## config.mk

```make
export PLATFORM = sky130hd
export DESIGN_NAME = pbcm_div_lane
export DESIGN_NICKNAME = d
export VERILOG_FILES = /design/src/rtl/pbcm_div_lane.sv
export SDC_FILE = /design/constraint.sdc
export NUM_CORES = 2
export LEC_CHECK = 0
export BUFFER_PORTS_ARGS = -buffer_cell sky130_fd_sc_hd__buf_4
export CORE_MARGIN = 5
export CORE_UTILIZATION = 50
export DETAILED_ROUTE_END_ITERATION = 10
export PLACE_DENSITY = 0.64
export SLEW_MARGIN = 40
export SYNTH_ARGS = -nofsm -noshare
export SYNTH_HDL_FRONTEND = slang
export SYNTH_SLANG_ARGS = --single-unit
```

## constraint.sdc

```tcl
create_clock -name clock -period 5.98 [get_ports clock]
set_input_delay 0.299 -clock clock [delete_from_list [all_inputs] [get_ports clock]]
set_output_delay 0.299 -clock clock [all_outputs]
set_load 0.01 [all_outputs]
```

## src/rtl/pbcm_div_lane.sv

```systemverilog
// pbcm_div_lane: pipelined restoring divider, floor(num * 2^(Q_W-1) / den), num <= den
// one quotient bit per stage; depends on nothing but its parameters
module pbcm_div_lane #(
   parameter int NUM_W = 27,
   parameter int Q_W = 17
) (
   input  logic             clock,
   input  logic             ce,
   input  logic [NUM_W-1:0] num,
   input  logic [NUM_W-1:0] den,
   output logic [Q_W-1:0]   quot
);

   logic [NUM_W-1:0] r_ff [Q_W];
   logic [NUM_W-1:0] d_ff [Q_W];
   logic [Q_W-1:0]   q_ff [Q_W];

   for (genvar s = 0; s < Q_W; s++) begin : g_stage
      logic [NUM_W:0]   trial;
      logic [NUM_W-1:0] dv;
      logic [Q_W-1:0]   qp;
      logic             ge;
      logic [NUM_W-1:0] r_in;
      logic [Q_W-1:0]   q_in;

      if (s == 0) begin : g_first
         always_comb begin
            trial = {1'b0, num};
            dv = den;
            qp = '0;
         end
      end else begin : g_next
         always_comb begin
            trial = {r_ff[s-1], 1'b0};
            dv = d_ff[s-1];
            qp = q_ff[s-1];
         end
      end

      always_comb begin
         ge = trial >= {1'b0, dv};
         r_in = ge ? NUM_W'(trial - {1'b0, dv}) : NUM_W'(trial);
         q_in = {qp[Q_W-2:0], ge};
      end

      always_ff @(posedge clock) begin
         if (ce) begin
            r_ff[s] <= r_in;
            d_ff[s] <= dv;
            q_ff[s] <= q_in;
         end
      end
   end

   assign quot = q_ff[Q_W-1];

endmodule

```

# Word level (Yosys, flattened, before mapping)
# Memories as Yosys holds them, arrays and structs flattened.
# Cells that the tools add are included.
classes:
  n_addsub: 17
  multipliers: 0
  n_div: 0
  magnitude_cmp: 17
  eq_ne: 0
  shifts: 0
  muxes: 19
  bitwise_logic: 0
  n_reduce_logical: 0
op_table:
  columns: ["cell", "n"]
  rows:
  - ["two-way mux 27 bit", 17]
  - ["subtractor 27 bit", 17]
  - [">= comparator 28 x 27 -> 1 bit", 16]
  - [">= comparator 27 bit", 1]
  - ["two-way mux 1 bit", 2]
totals:
  register_bits: 0
  latch_bits: 0
  ramBits: 1207
  romBits: 0
  inputBits: 56
  mem_count: 3
memory_table:
  columns: ["name", "words", "word_bits", "rd", "rd_clocked_by_memory_dff", "write_ports", "line", "source"]
  rows:
  - ["d_ff", 17, 27, 16, 0, 17, "15", "logic [NUM_W-1:0] d_ff [Q_W];"]
  - ["r_ff", 17, 27, 16, 0, 17, "14", "logic [NUM_W-1:0] r_ff [Q_W];"]
  - ["q_ff", 17, 17, 17, 0, 17, "16", "logic [Q_W-1:0] q_ff [Q_W];"]

# Logic depth before layout (Yosys ltp)
# An unclocked memory read counts as a cell.
logic_depth:
  depth_word: 3
  mapped_depth: 14
  depth_no_buf: 13

# Worst setup path after synthesis
# OpenSTA, ideal clock, no wires.
synth_timing:
  path_kind: "register to register"
  start: "mem r_ff[2][0] (netlist: r_ff[0][54])"
  end: "mem r_ff[3][21] (netlist: r_ff[0][102]), data pin"
  setup_ns: 0.260
  arrival_ns: 3.100
  setup_slack_ns: 2.620
  stages_incl_launch_ff: 12
  cell_sequence: "edfxtp_1 -> fa_1 -> a211oi_2 -> o211ai_2 -> a31oi_4 -> a31o_4 -> o41ai_2 -> or4_1 -> a311o_1 -> buf_6 -> buf_6 -> mux2_4"
synth_lines:
  columns: ["item", "line"]
  rows:
  - ["start, declared", "14"]

==> impl_metrics.tcl <==
set metrics [dict create \
    status "finished, final reports clean" \
    sequentialPowerShare_pct 33.7 \
    relSlewSlack_pct 42.8 \
    cts_tree "yes" \
    wl_per_cell_um 18.8 \
    cts.repair.resized 0 \
    clk_pin_slew_ns 0.06 \
    synthArstFlopShare_pct 0 \
    hold_path_end "d_ff[0][21]$_DFFE_PP_" \
    synth_common_cells "edfxtp_1 (1,017), inv_1 (543), a21oi_1 (492)" \
    cp_max_fo 27 \
    ys_types 86 \
    rsz0062_at_grt "false" \
    die_area_um2 125000 \
    synth_area_leaders "edfxtp_1 (52%), ha_1 (9.7%), a21oi_1 (4.2%), mux2_2 (3.7%), inv_1 (3.5%)" \
    regToRegSetupSlack_ns 1.75 \
    grt_pass1_vias 39800 \
    die_h_um 353 \
    synthToLayoutAreaGrowth_pct 11.6 \
    powerDensity_nw_per_um2 532 \
    max_freq_mhz 237 \
    worstHoldStart "den[21]" \
    synth_top_area_share_pct 51.8 \
    cp.required_ns 6.45 \
    numCtsBuffers 110 \
    grt_use_met1_pct 24.9 \
    dpl_cell_area_um2 61300 \
    stdcell_count 7071 \
    die_w_um 353 \
    slew_viol_final 0 \
    gp_congestion 0.897 \
    synthFlopType "edfxtp_1" \
    worst_slew_pin_slew_ns 0.850 \
    overflow 0 \
    endpoint_kind "register" \
    leakagePower_uw 0.0269 \
    wl_mm 133 \
    cts_buffer_depth 3 \
    initial_core_util_pct 50.1 \
    yosysMostFrequentCell "edfxtp_1" \
    dr.pass1.iters 5 \
    tns_ns 0 \
    finalSetupViolCount 0 \
    rr_worst_depth 12 \
    crit_arrival_ns 4.70 \
    comb_power_share_pct 45.9 \
    antenna_found_initial 0 \
    layout-drive-gt1-share_pct 9.47 \
    grt_max_degree 153 \
    diodes 0 \
    yosysTopAreaCell "edfxtp_1" \
    p_switching_uw 13000 \
    post_cts_buffers 0 \
    synth_nets 5822 \
    use_met3_pct 2.34 \
    syn_area_um2 58900 \
    hpwlAfterDp_mm 100 \
    io_pins 73 \
    min_period_ns 4.23 \
    grtUsageMet2_pct 39.6 \
    p_sw_share_pct 37.3 \
    ys_warn_count 0 \
    place_inst 6804 \
    synth-seq-cells 1017 \
    clock-root-buffer "clkbuf_16" \
    yosysSeqAreaShare_pct 51.8 \
    post-route-cell-area_um2 65800 \
    grt_util_all_layers_pct 21.1 \
    num_vias 39800 \
    routed_via_density 5.63 \
    drt_iter0_drc 2539 \
    finalHoldViolCount 0 \
    core-area_um2 118000 \
    drc 0 \
    power_uw 35000 \
    hold_class "primary input to register" \
    grt_pass1_wl_mm 213 \
    clock_power_share_pct 20.4 \
    startpoint_type "register" \
    p_int_uw 21900 \
    antenna_left 0 \
    reg2reg_to "r_ff[0][371]$_DFFE_PP_" \
    top_usage_layer "met2" \
    worstSetupPathType "register to register" \
    nets 5968 \
    postCtsHoldBufs 55 \
    timing.rr.start "d_ff[0][326]$_DFFE_PP_" \
    fin_skew_ns 0.0631 \
    syn-mean-instance-area_um2 11.1 \
    htreeDepth 3 \
    insertion_delay_ns 0.74 \
    synth_edf_count 1017 \
    maxCapViolCount 0 \
    rows 126 \
    synthCells 5292 \
    ir_drop_uv 299 \
    clock-sinks 1017 \
    min_delay_path_depth 2 \
    final.period_utilization_pct 70.7 \
    io_buffers 72 \
]
## registers in the layout, summed over array words and instances (netlist names)
| name | count |
|---|---|
| q_ff | 153 |
| d_ff | 432 |
| r_ff | 432 |
## worst max path at each step
stage                                          from                      to  slack, ns  depth (start not counted)
final                        d_ff[0][326]$_DFFE_PP_  r_ff[0][371]$_DFFE_PP_       1.75                         12
after global routing         d_ff[0][297]$_DFFE_PP_  r_ff[0][347]$_DFFE_PP_       1.56                         12
after CTS                    d_ff[0][326]$_DFFE_PP_  r_ff[0][371]$_DFFE_PP_       1.67                         12
after detailed placement     d_ff[0][326]$_DFFE_PP_  r_ff[0][371]$_DFFE_PP_       1.71                         12
after global placement       d_ff[0][326]$_DFFE_PP_  r_ff[0][372]$_DFFE_PP_       1.73                         12
after floorplan           r_ff[0][54]$_SDFFCE_PN0P_  r_ff[0][102]$_DFFE_PP_       2.62                         11
## per-stage QoR
stage / hold WS, ns / util, % / setup WS, ns
5_1_grt: 0.256 / 56.0 / 1.56
2_1_floorplan: 0.398 / - / 2.62
6_report: 0.285 / 56.0 / 1.75
4_1_cts: 0.229 / 55.9 / 1.67
3_5_place_dp: 0.405 / 52.2 / 1.71
3_3_place_gp: 0.400 / 52.0 / 1.73
## per-layer routing
layer / routed length, um / vias to the layer above
li1: - / 19700
met4: 4420 / 0
met1: 54700 / 19200
met5: 0 / -
met3: 4080 / 226
met2: 70000 / 725
## layout by cell type, fill, tap and decap left out, types with 20 or more instances in the layout
cell / n
xnor2_1: 226
a21oi_1: 490
clkbuf_16: 110
o21a_1: 58
nor2_1: 327
xor2_1: 136
a21o_1: 201
and3_1: 45
inv_1: 543
dlygate4sd3_1: 55
o211ai_1: 22
nor3_1: 53
a31oi_1: 49
mux2_2: 192
o21ai_0: 325
o21bai_1: 58
ha_1: 458
nand4_1: 73
edfxtp_1: 1017
clkinv_1: 28
nor2b_1: 56
o31ai_1: 20
nand2_1: 317
nand3_1: 93
nand2b_1: 54
buf_4: 89
a211oi_1: 42
and2_1: 25
## area by class of cell
type	count	area, um^2
clock buffers	120	2790
clock inverters	89	1050
fillers	9908	51800
inverters	545	2050
multi-input cells	3604	25900
flip-flops and latches	1017	30500
well taps	1536	1920
repair buffers	160	1550
## kinds of logic (layout without fill, tap and decap cells)
kind of cell               after synthesis  count (layout)  share of synthesized area [%]
AOI/OAI and AO/OA                     1450            1450                           15.3
xor gates and xnor gates               362             362                           5.38
adders and majority gates              474             474                           10.3
buffers and inverters                  671             914                           4.38
DFF                                   1017            1017                           51.8
muxes                                  201             201                           3.88
and+or+nand+nor                       1117            1117                           8.95
## power by group through the flow
stage / logic (uW) / clock network, uW / registers, uW
2_1_floorplan: 12400 / 0 / 11400
3_3_place_gp: 15600 / 0 / 11900
3_5_place_dp: 15800 / 0 / 12000
4_1_cts: 16000 / 7310 / 11800
5_1_grt: 17900 / 7630 / 12000
6_report: 16100 / 7130 / 11800
## critical path, cell delays in order, from the launching register on
cell      delay, ns
edfxtp_1       0.42
inv_1          0.06
ha_1           0.39
a211oi_1       0.10
nor2_1         0.20
o31a_1         0.21
o21ai_1        0.22
o21a_1         0.28
o21ai_0        0.58
nand4_1        0.49
nand2_1        0.17
buf_4          0.38
mux2_2         0.40
(Power assumes the default switching activity.)
