===== config.mk =====
export PLATFORM = sky130hd
export DESIGN_NAME = pbcm_merge
export DESIGN_NICKNAME = d
export VERILOG_FILES = /design/src/rtl/pbcm_pkg.sv /design/src/rtl/pbcm_merge.sv
export SDC_FILE = /design/constraint.sdc
export NUM_CORES = 1
export LEC_CHECK = 0
export BUFFER_PORTS_ARGS = -buffer_cell sky130_fd_sc_hd__buf_2
export CAP_MARGIN = 20
export CORE_AREA = 4 4 101 198
export CTS_CLUSTER_SIZE = 24
export DETAILED_ROUTE_END_ITERATION = 8
export DIE_AREA = 0 0 105 202
export PLACE_DENSITY_LB_ADDON = 0.25
export SLEW_MARGIN = 15
export SYNTH_ARGS = -nofsm -noshare
export SYNTH_HDL_FRONTEND = slang
export SYNTH_SLANG_ARGS = --single-unit

===== constraint.sdc =====
create_clock -name clock -period 15.5 [get_ports clock]
set_clock_uncertainty 0.05 [all_clocks]
set_input_delay 0.775 -clock clock [delete_from_list [all_inputs] [get_ports clock]]
set_output_delay 0.775 -clock clock [all_outputs]
set_load 0.03 [all_outputs]

===== src/rtl/pbcm_pkg.sv =====
// pbcm_pkg: shared constants and codes for the position base-call metrics block
// depends on nothing; used by every module under rtl except pbcm_div_lane
package pbcm_pkg;

   localparam int CLASS_COUNT = 5;
   localparam int BASE_W = 3;
   localparam int LOG_STEPS = 32;
   localparam int LOG_W = 32;
   localparam logic [LOG_W-1:0] LN2_Q32 = 32'hB17217F8;
   // leading-one stage, squaring stages, then four multiply/round stages
   localparam int ENT_LAT = 1 + LOG_STEPS + 4;

   typedef enum logic [BASE_W-1:0] {
      BASE_A   = 3'd0,
      BASE_C   = 3'd1,
      BASE_G   = 3'd2,
      BASE_T   = 3'd3,
      BASE_GAP = 3'd4
   } base_code_type;

   localparam int GAP_CLASS = int'(BASE_GAP);

endpackage


===== src/rtl/pbcm_merge.sv =====
// pbcm_merge: sums the lane entropy terms, packs the result and holds it in a skid output
// depends on pbcm_pkg
module pbcm_merge #(
   parameter int TW = 27,
   parameter int RW = 17,
   parameter int OUT_W = 104
) (
   input  logic                                       clock,
   input  logic                                       reset,
   input  logic                                       pipe_valid,
   input  logic [TW-1:0]                              total,
   input  logic [pbcm_pkg::BASE_W-1:0]                base,
   input  logic                                       single,
   input  logic [RW-1:0]                              del_rate,
   input  logic [RW-1:0]                              mis_rate,
   input  logic [RW-1:0]                              chg_rate,
   input  logic [pbcm_pkg::CLASS_COUNT-1:0][RW-2:0]   terms,
   output logic                                       ce,
   output logic                                       rsp_tvalid,
   input  logic                                       rsp_tready,
   output logic [OUT_W-1:0]                           rsp_tdata
);

   logic [RW-1:0]    ent_sum;
   logic [OUT_W-1:0] push_data;
   logic             push;
   logic             pop;

   logic             out_valid_ff, out_valid_in;
   logic [OUT_W-1:0] out_data_ff, out_data_in;
   logic             spare_valid_ff, spare_valid_in;
   logic [OUT_W-1:0] spare_data_ff, spare_data_in;

   always_comb begin
      ent_sum = '0;
      for (int i = 0; i < pbcm_pkg::CLASS_COUNT; i++) begin
         ent_sum = ent_sum + RW'(terms[i]);
      end
      // one class holding every read has zero entropy
      if (single) begin
         ent_sum = '0;
      end
      push_data = OUT_W'({ent_sum, chg_rate, mis_rate, del_rate, base, total});
   end

   assign ce = !spare_valid_ff;
   assign push = pipe_valid && ce;
   assign pop = !out_valid_ff || rsp_tready;

   always_comb begin
      out_valid_in = out_valid_ff;
      out_data_in = out_data_ff;
      spare_valid_in = spare_valid_ff;
      spare_data_in = spare_data_ff;
      if (pop) begin
         out_valid_in = spare_valid_ff || push;
         out_data_in = spare_valid_ff ? spare_data_ff : push_data;
         spare_valid_in = 1'b0;
      end else if (push) begin
         spare_valid_in = 1'b1;
         spare_data_in = push_data;
      end
   end

   always_ff @(posedge clock) begin
      if (reset) begin
         out_valid_ff <= 1'b0;
         spare_valid_ff <= 1'b0;
      end else begin
         out_valid_ff <= out_valid_in;
         spare_valid_ff <= spare_valid_in;
      end
   end

   always_ff @(posedge clock) begin
      out_data_ff <= out_data_in;
      spare_data_ff <= spare_data_in;
   end

   assign rsp_tvalid = out_valid_ff;
   assign rsp_tdata = out_data_ff;

endmodule


Word-level counts from Yosys, hierarchy flattened
Cells that the tools add are included.
Word-level totals
  bits of input ports: 166
  bits in latches: 0
  memories: 0
  output and inout port bits: 106
  RAM bits: 0
  ROM bits: 0
  word-level logic and storage cells: 18
  bits in registers: 198
Cells by class
  muxes and demuxes: 2
  $lt $le $gt $ge: 0
  multipliers: 0
  add/sub/neg operators: 4
  equal/unequal tests: 0
  divide/modulo/power cells: 0
  reduce and logical (&&, ||, !) cells: 7
  bitwise logic cells: 1
  shift-type cells: 0
Operators with widths (count)
  two-way mux 98 bit: 1
  adder 17 x 16 -> 17 bit: 3
  adder 16 x 16 -> 17 bit: 1
  two-way mux 17 bit: 1
  logical NOT 1 bit: 2
  logical OR 1 bit: 2
  AND reduction 2 bit: 1
  OR reduction 2 bit: 1
  logical AND 1 bit: 1
  inverter 1 bit: 1

Depth between registers and ports, before layout
  word-level depth: 6
  mapped depth: 14
  gate-level depth less buffers: 14

Least setup slack after synthesis
No wires, ideal clock.
  path kind: input to register
  start: input rsp_tready
  end: register spare_data_ff[0] (enable)
  cell stages on the path: 2
  buffers on the path: 0
  library setup time: 0.695 ns
  data arrival time: 10.519 ns
  data required time: 14.755 ns
  path slack: 4.236 ns
  cells stage by stage: nand2b_1 -> nor3b_1
Between the ends
  word-level cells in the longest chain between the ends: 3
RTL lines
  from (decl): RTL line pbcm_merge.sv:20  | input logic rsp_tready,
  logical OR 1 bit: RTL line pbcm_merge.sv:48  | assign pop = !out_valid_ff || rsp_tready;
  inverter 1 bit (no source line)
  AND reduction 2 bit (no source line)
  to (signal assigned): RTL line pbcm_merge.sv:77  | spare_data_ff <= spare_data_in;
  to (decl): RTL line pbcm_merge.sv:32  | logic [OUT_W-1:0] spare_data_ff, spare_data_in;
Every way passes these cells.
A chain may end at the register's enable or synchronous reset.

Worst setup path in the final report
  start: input terms[8] (netlist bit)
  end: register out_data_ff[96] (netlist: rsp_tdata[96]) (data pin)
Between the ends
  word-level cells in the longest chain between the ends: 6
RTL lines
  from (decl): RTL line pbcm_merge.sv:17  | input logic [pbcm_pkg::CLASS_COUNT-1:0][RW-2:0] terms,
  adder 16 x 16 -> 17 bit: RTL line pbcm_merge.sv:37  | ent_sum = ent_sum + RW'(terms[i]);
  adder 17 x 16 -> 17 bit (3 in a row): RTL line pbcm_merge.sv:37
  two-way mux 17 bit: RTL line pbcm_merge.sv:40  | if (single) begin
  two-way mux 98 bit: RTL line pbcm_merge.sv:57  | out_data_in = spare_valid_ff ? spare_data_ff : push_data;
  to (signal assigned): RTL line pbcm_merge.sv:76  | out_data_ff <= out_data_in;
  to (decl): RTL line pbcm_merge.sv:30  | logic [OUT_W-1:0] out_data_ff, out_data_in;
Every way passes these cells.

==> metrics.cfg <==
[run_status]
status = finished, final reports clean

[power]
peakVddDrop_uv = 86.2
pwr-share-clk_pct = 27.2
pwr-share-comb_pct = 30.4
p_seq_share_pct = 42.4
p_int_mw = 1.08
power.density_nw_per_um2 = 137
power.share.switching_pct = 31.8
total_power_mw = 1.58
power_switching_mw = 0.503
leakagePower_nw = 5.13

[yosys]
ys_ff_latch = 198
yosys_warnings = 0
synth_cell_types = 39
syn_inst = 635
yosys.area.top_type = edfxtp_1
netlist.area_leader.share_pct = 62.6
synthTopCellsByArea = edfxtp_1 (63%), mux2_2 (10%), fa_1 (10%)
synth-edff-count = 196
avgSynthCellArea_um2 = 14.8
syn_area_um2 = 9400
ys_async_sr_fraction_pct = 0
synth_flop_cell = edfxtp_1
ys_seq_area_share_pct = 63.0

[clocking]
clockRootBuffer = clkbuf_16
h-tree-depth = 4
clk_pin_slew_ns = 0.07
tritoncts = done
cts_sinks = 198
post-cts-setup-buffers = 0
cts_made_buffers = 17
insertion_delay_ns = 0.42
ctsHoldBuffers = 0
cts_resized = 0
clk_path_buf_depth = 2

[grt]
grt.overflow.total = 0
grt_pass1_wl_mm = 29.4
antenna_found_initial = 5
grt_pass1_vias = 5797
grt_max_degree = 78
grt_usage_pct = 17.9

[sta]
fmax_mhz = 250
layout_setup_ws_ns = 11.49
fin_crit_sh_pct = 25.8
final_max_slew_viol_count = 0
max-slew-margin-rel_pct = 33.2
tns_ns = 0
tightest_slew_ns = 1.00
min_period_ns = 4.01
setup_viol = 0
rsz0062_at_grt = no
hold_viol_final = 0

[placed_design]
routabilityCongestion = 0.793
portBuffers = 265
dp_hpwl_mm = 14.2
post-place-ws_ns = 11.08

[drt]
drc = 0
m1WireLength_mm = 6.78
wl_per_cell_um = 16.2
vias = 5583
wl_met3_mm = 1.12
via_per_inst = 4.89
top_layer_used = met5
drtIter0Drc = 257
antenna_left = 0
first_pass_iters = 4
wirelength_mm = 18.5
wl_met2_mm = 10.0

[worst_setup_path]
regToRegStartpoint = rsp_tvalid$_SDFFE_PP0N_
critPathLaunch = terms[8]
worstPathMaxFanout = 6
worstPathRequired_ns = 15.62
arrival_ns = 4.12
worst_setup_path_end_kind = flip-flop
crit_type = in -> reg
worst_setup_path_start_kind = input port

[floorplan]
coreArea_um2 = 18400
initial_utilization_pct = 51.1
io_pins = 272
die_h_um = 202
rows = 70
die_x_um = 105
die-area_um2 = 21200

[worst_hold_path]
hold_start = reset
hold_class = in -> reg

[final_layout]
nets = 1139
syn_to_final_growth_pct = 22.9
layout-drive-gt1-share_pct = 42.5
fillers = 1451

[flow_run]
drv_cap = 0

==> layout by cell type, fill, tap and decap left out, types with 4 or more instances in the layout <==
master     instances
a21oi_1           15
xor2_1             8
inv_6              6
ha_1              17
nand2_1           22
conb_1             6
xnor2_1            8
edfxtp_1         196
nor2_1            20
inv_1            147
fa_1              47
clkinv_1           4
o21ai_0            9
clkbuf_16         17
nor2b_1            5
o31ai_1            4
buf_4              4
buf_2            265
mux2_2            87
==> logic make-up after synthesis <==
kind of cell,after synthesis,synth area share (%)
muxes,87,10.4
xor gates and xnor gates,16,1.49
and+or+nand+nor,54,2.48
AOI/OAI and AO/OA,48,3.35
buffers and inverters,167,6.91
other,1,0.0399
adders and majority gates,64,12.3
DFF,198,63.0
==> per-stage QoR <==
stage	hold slack, ns	instances	utilization, %	instance area, um^2
5_1_grt	0.463	1141	62.8	11600
2_1_floorplan	0.448	640	-	9420
3_5_place_dp	0.461	1106	59.6	11000
4_1_cts	0.448	1138	62.8	11500
3_3_place_gp	0.457	1106	59.6	11000
6_report	0.471	1141	62.8	11600
==> sequential cells by signal, summed over array words and instances (netlist names) <==
register,flops
rsp_tdata,98
spare_data_ff,98
rsp_tvalid,1
spare_valid_ff,1
==> power by group through the flow <==
stage	clock network [mW]	logic (mW)	registers (mW)
2_1_floorplan	0	0.281	0.756
3_3_place_gp	0	0.477	0.681
3_5_place_dp	0	0.485	0.682
4_1_cts	0.439	0.486	0.671
5_1_grt	0.465	0.541	0.673
6_report	0.430	0.480	0.669
==> area by class of cell <==
type / count / area (um^2) / area share (%)
diodes: 3 / 7.51 / 0.0650
well taps: 216 / 270 / 2.34
repair buffers: 269 / 1360 / 11.7
clock inverters: 15 / 150 / 1.30
clock buffers: 17 / 425 / 3.68
inverters: 148 / 556 / 4.81
flip-flops and latches: 198 / 5930 / 51.3
multi-input cells: 275 / 2860 / 24.7
==> cell usage after synthesis, types with 6 or more instances <==
cell type / number
xnor2_1: 8
inv_1: 147
fa_1: 47
buf_4: 6
o21ai_0: 9
ha_1: 17
clkbuf_1: 13
nor2_1: 20
xor2_1: 8
nand2_1: 22
a21oi_1: 15
mux2_2: 87
edfxtp_1: 196
==> worst paths after layout <==
check                                                   end  slack (ns)  depth (start not counted)
worst min-delay path            spare_valid_ff$_SDFFE_PP0P_        0.47                          2
worst min register to register      rsp_tdata[89]$_DFFE_PN_        0.48                          2
worst max-delay path                rsp_tdata[96]$_DFFE_PN_       11.49                         15
worst max register to register  spare_data_ff[37]$_DFFE_PP_       13.33                          3
==> layer usage <==
metal | track usage (%) | vias to the layer above
li1 | - | 2687
met5 | 0 | -
met3 | 3.77 | 32
met1 | 20.4 | 2658
met2 | 31.7 | 202
met4 | 8.31 | 4
==> critical path: stages <==
cell	delay (ns)
buf_2	0.07
inv_1	0.05
fa_1	0.54
inv_1	0.05
fa_1	0.47
inv_1	0.05
fa_1	0.48
inv_1	0.04
ha_1	0.35
a21oi_1	0.26
o21ai_0	0.18
a221o_1	0.35
a31oi_1	0.17
xor2_1	0.19
o21ai_1	0.09
Power figures use the tool's default switching activity.
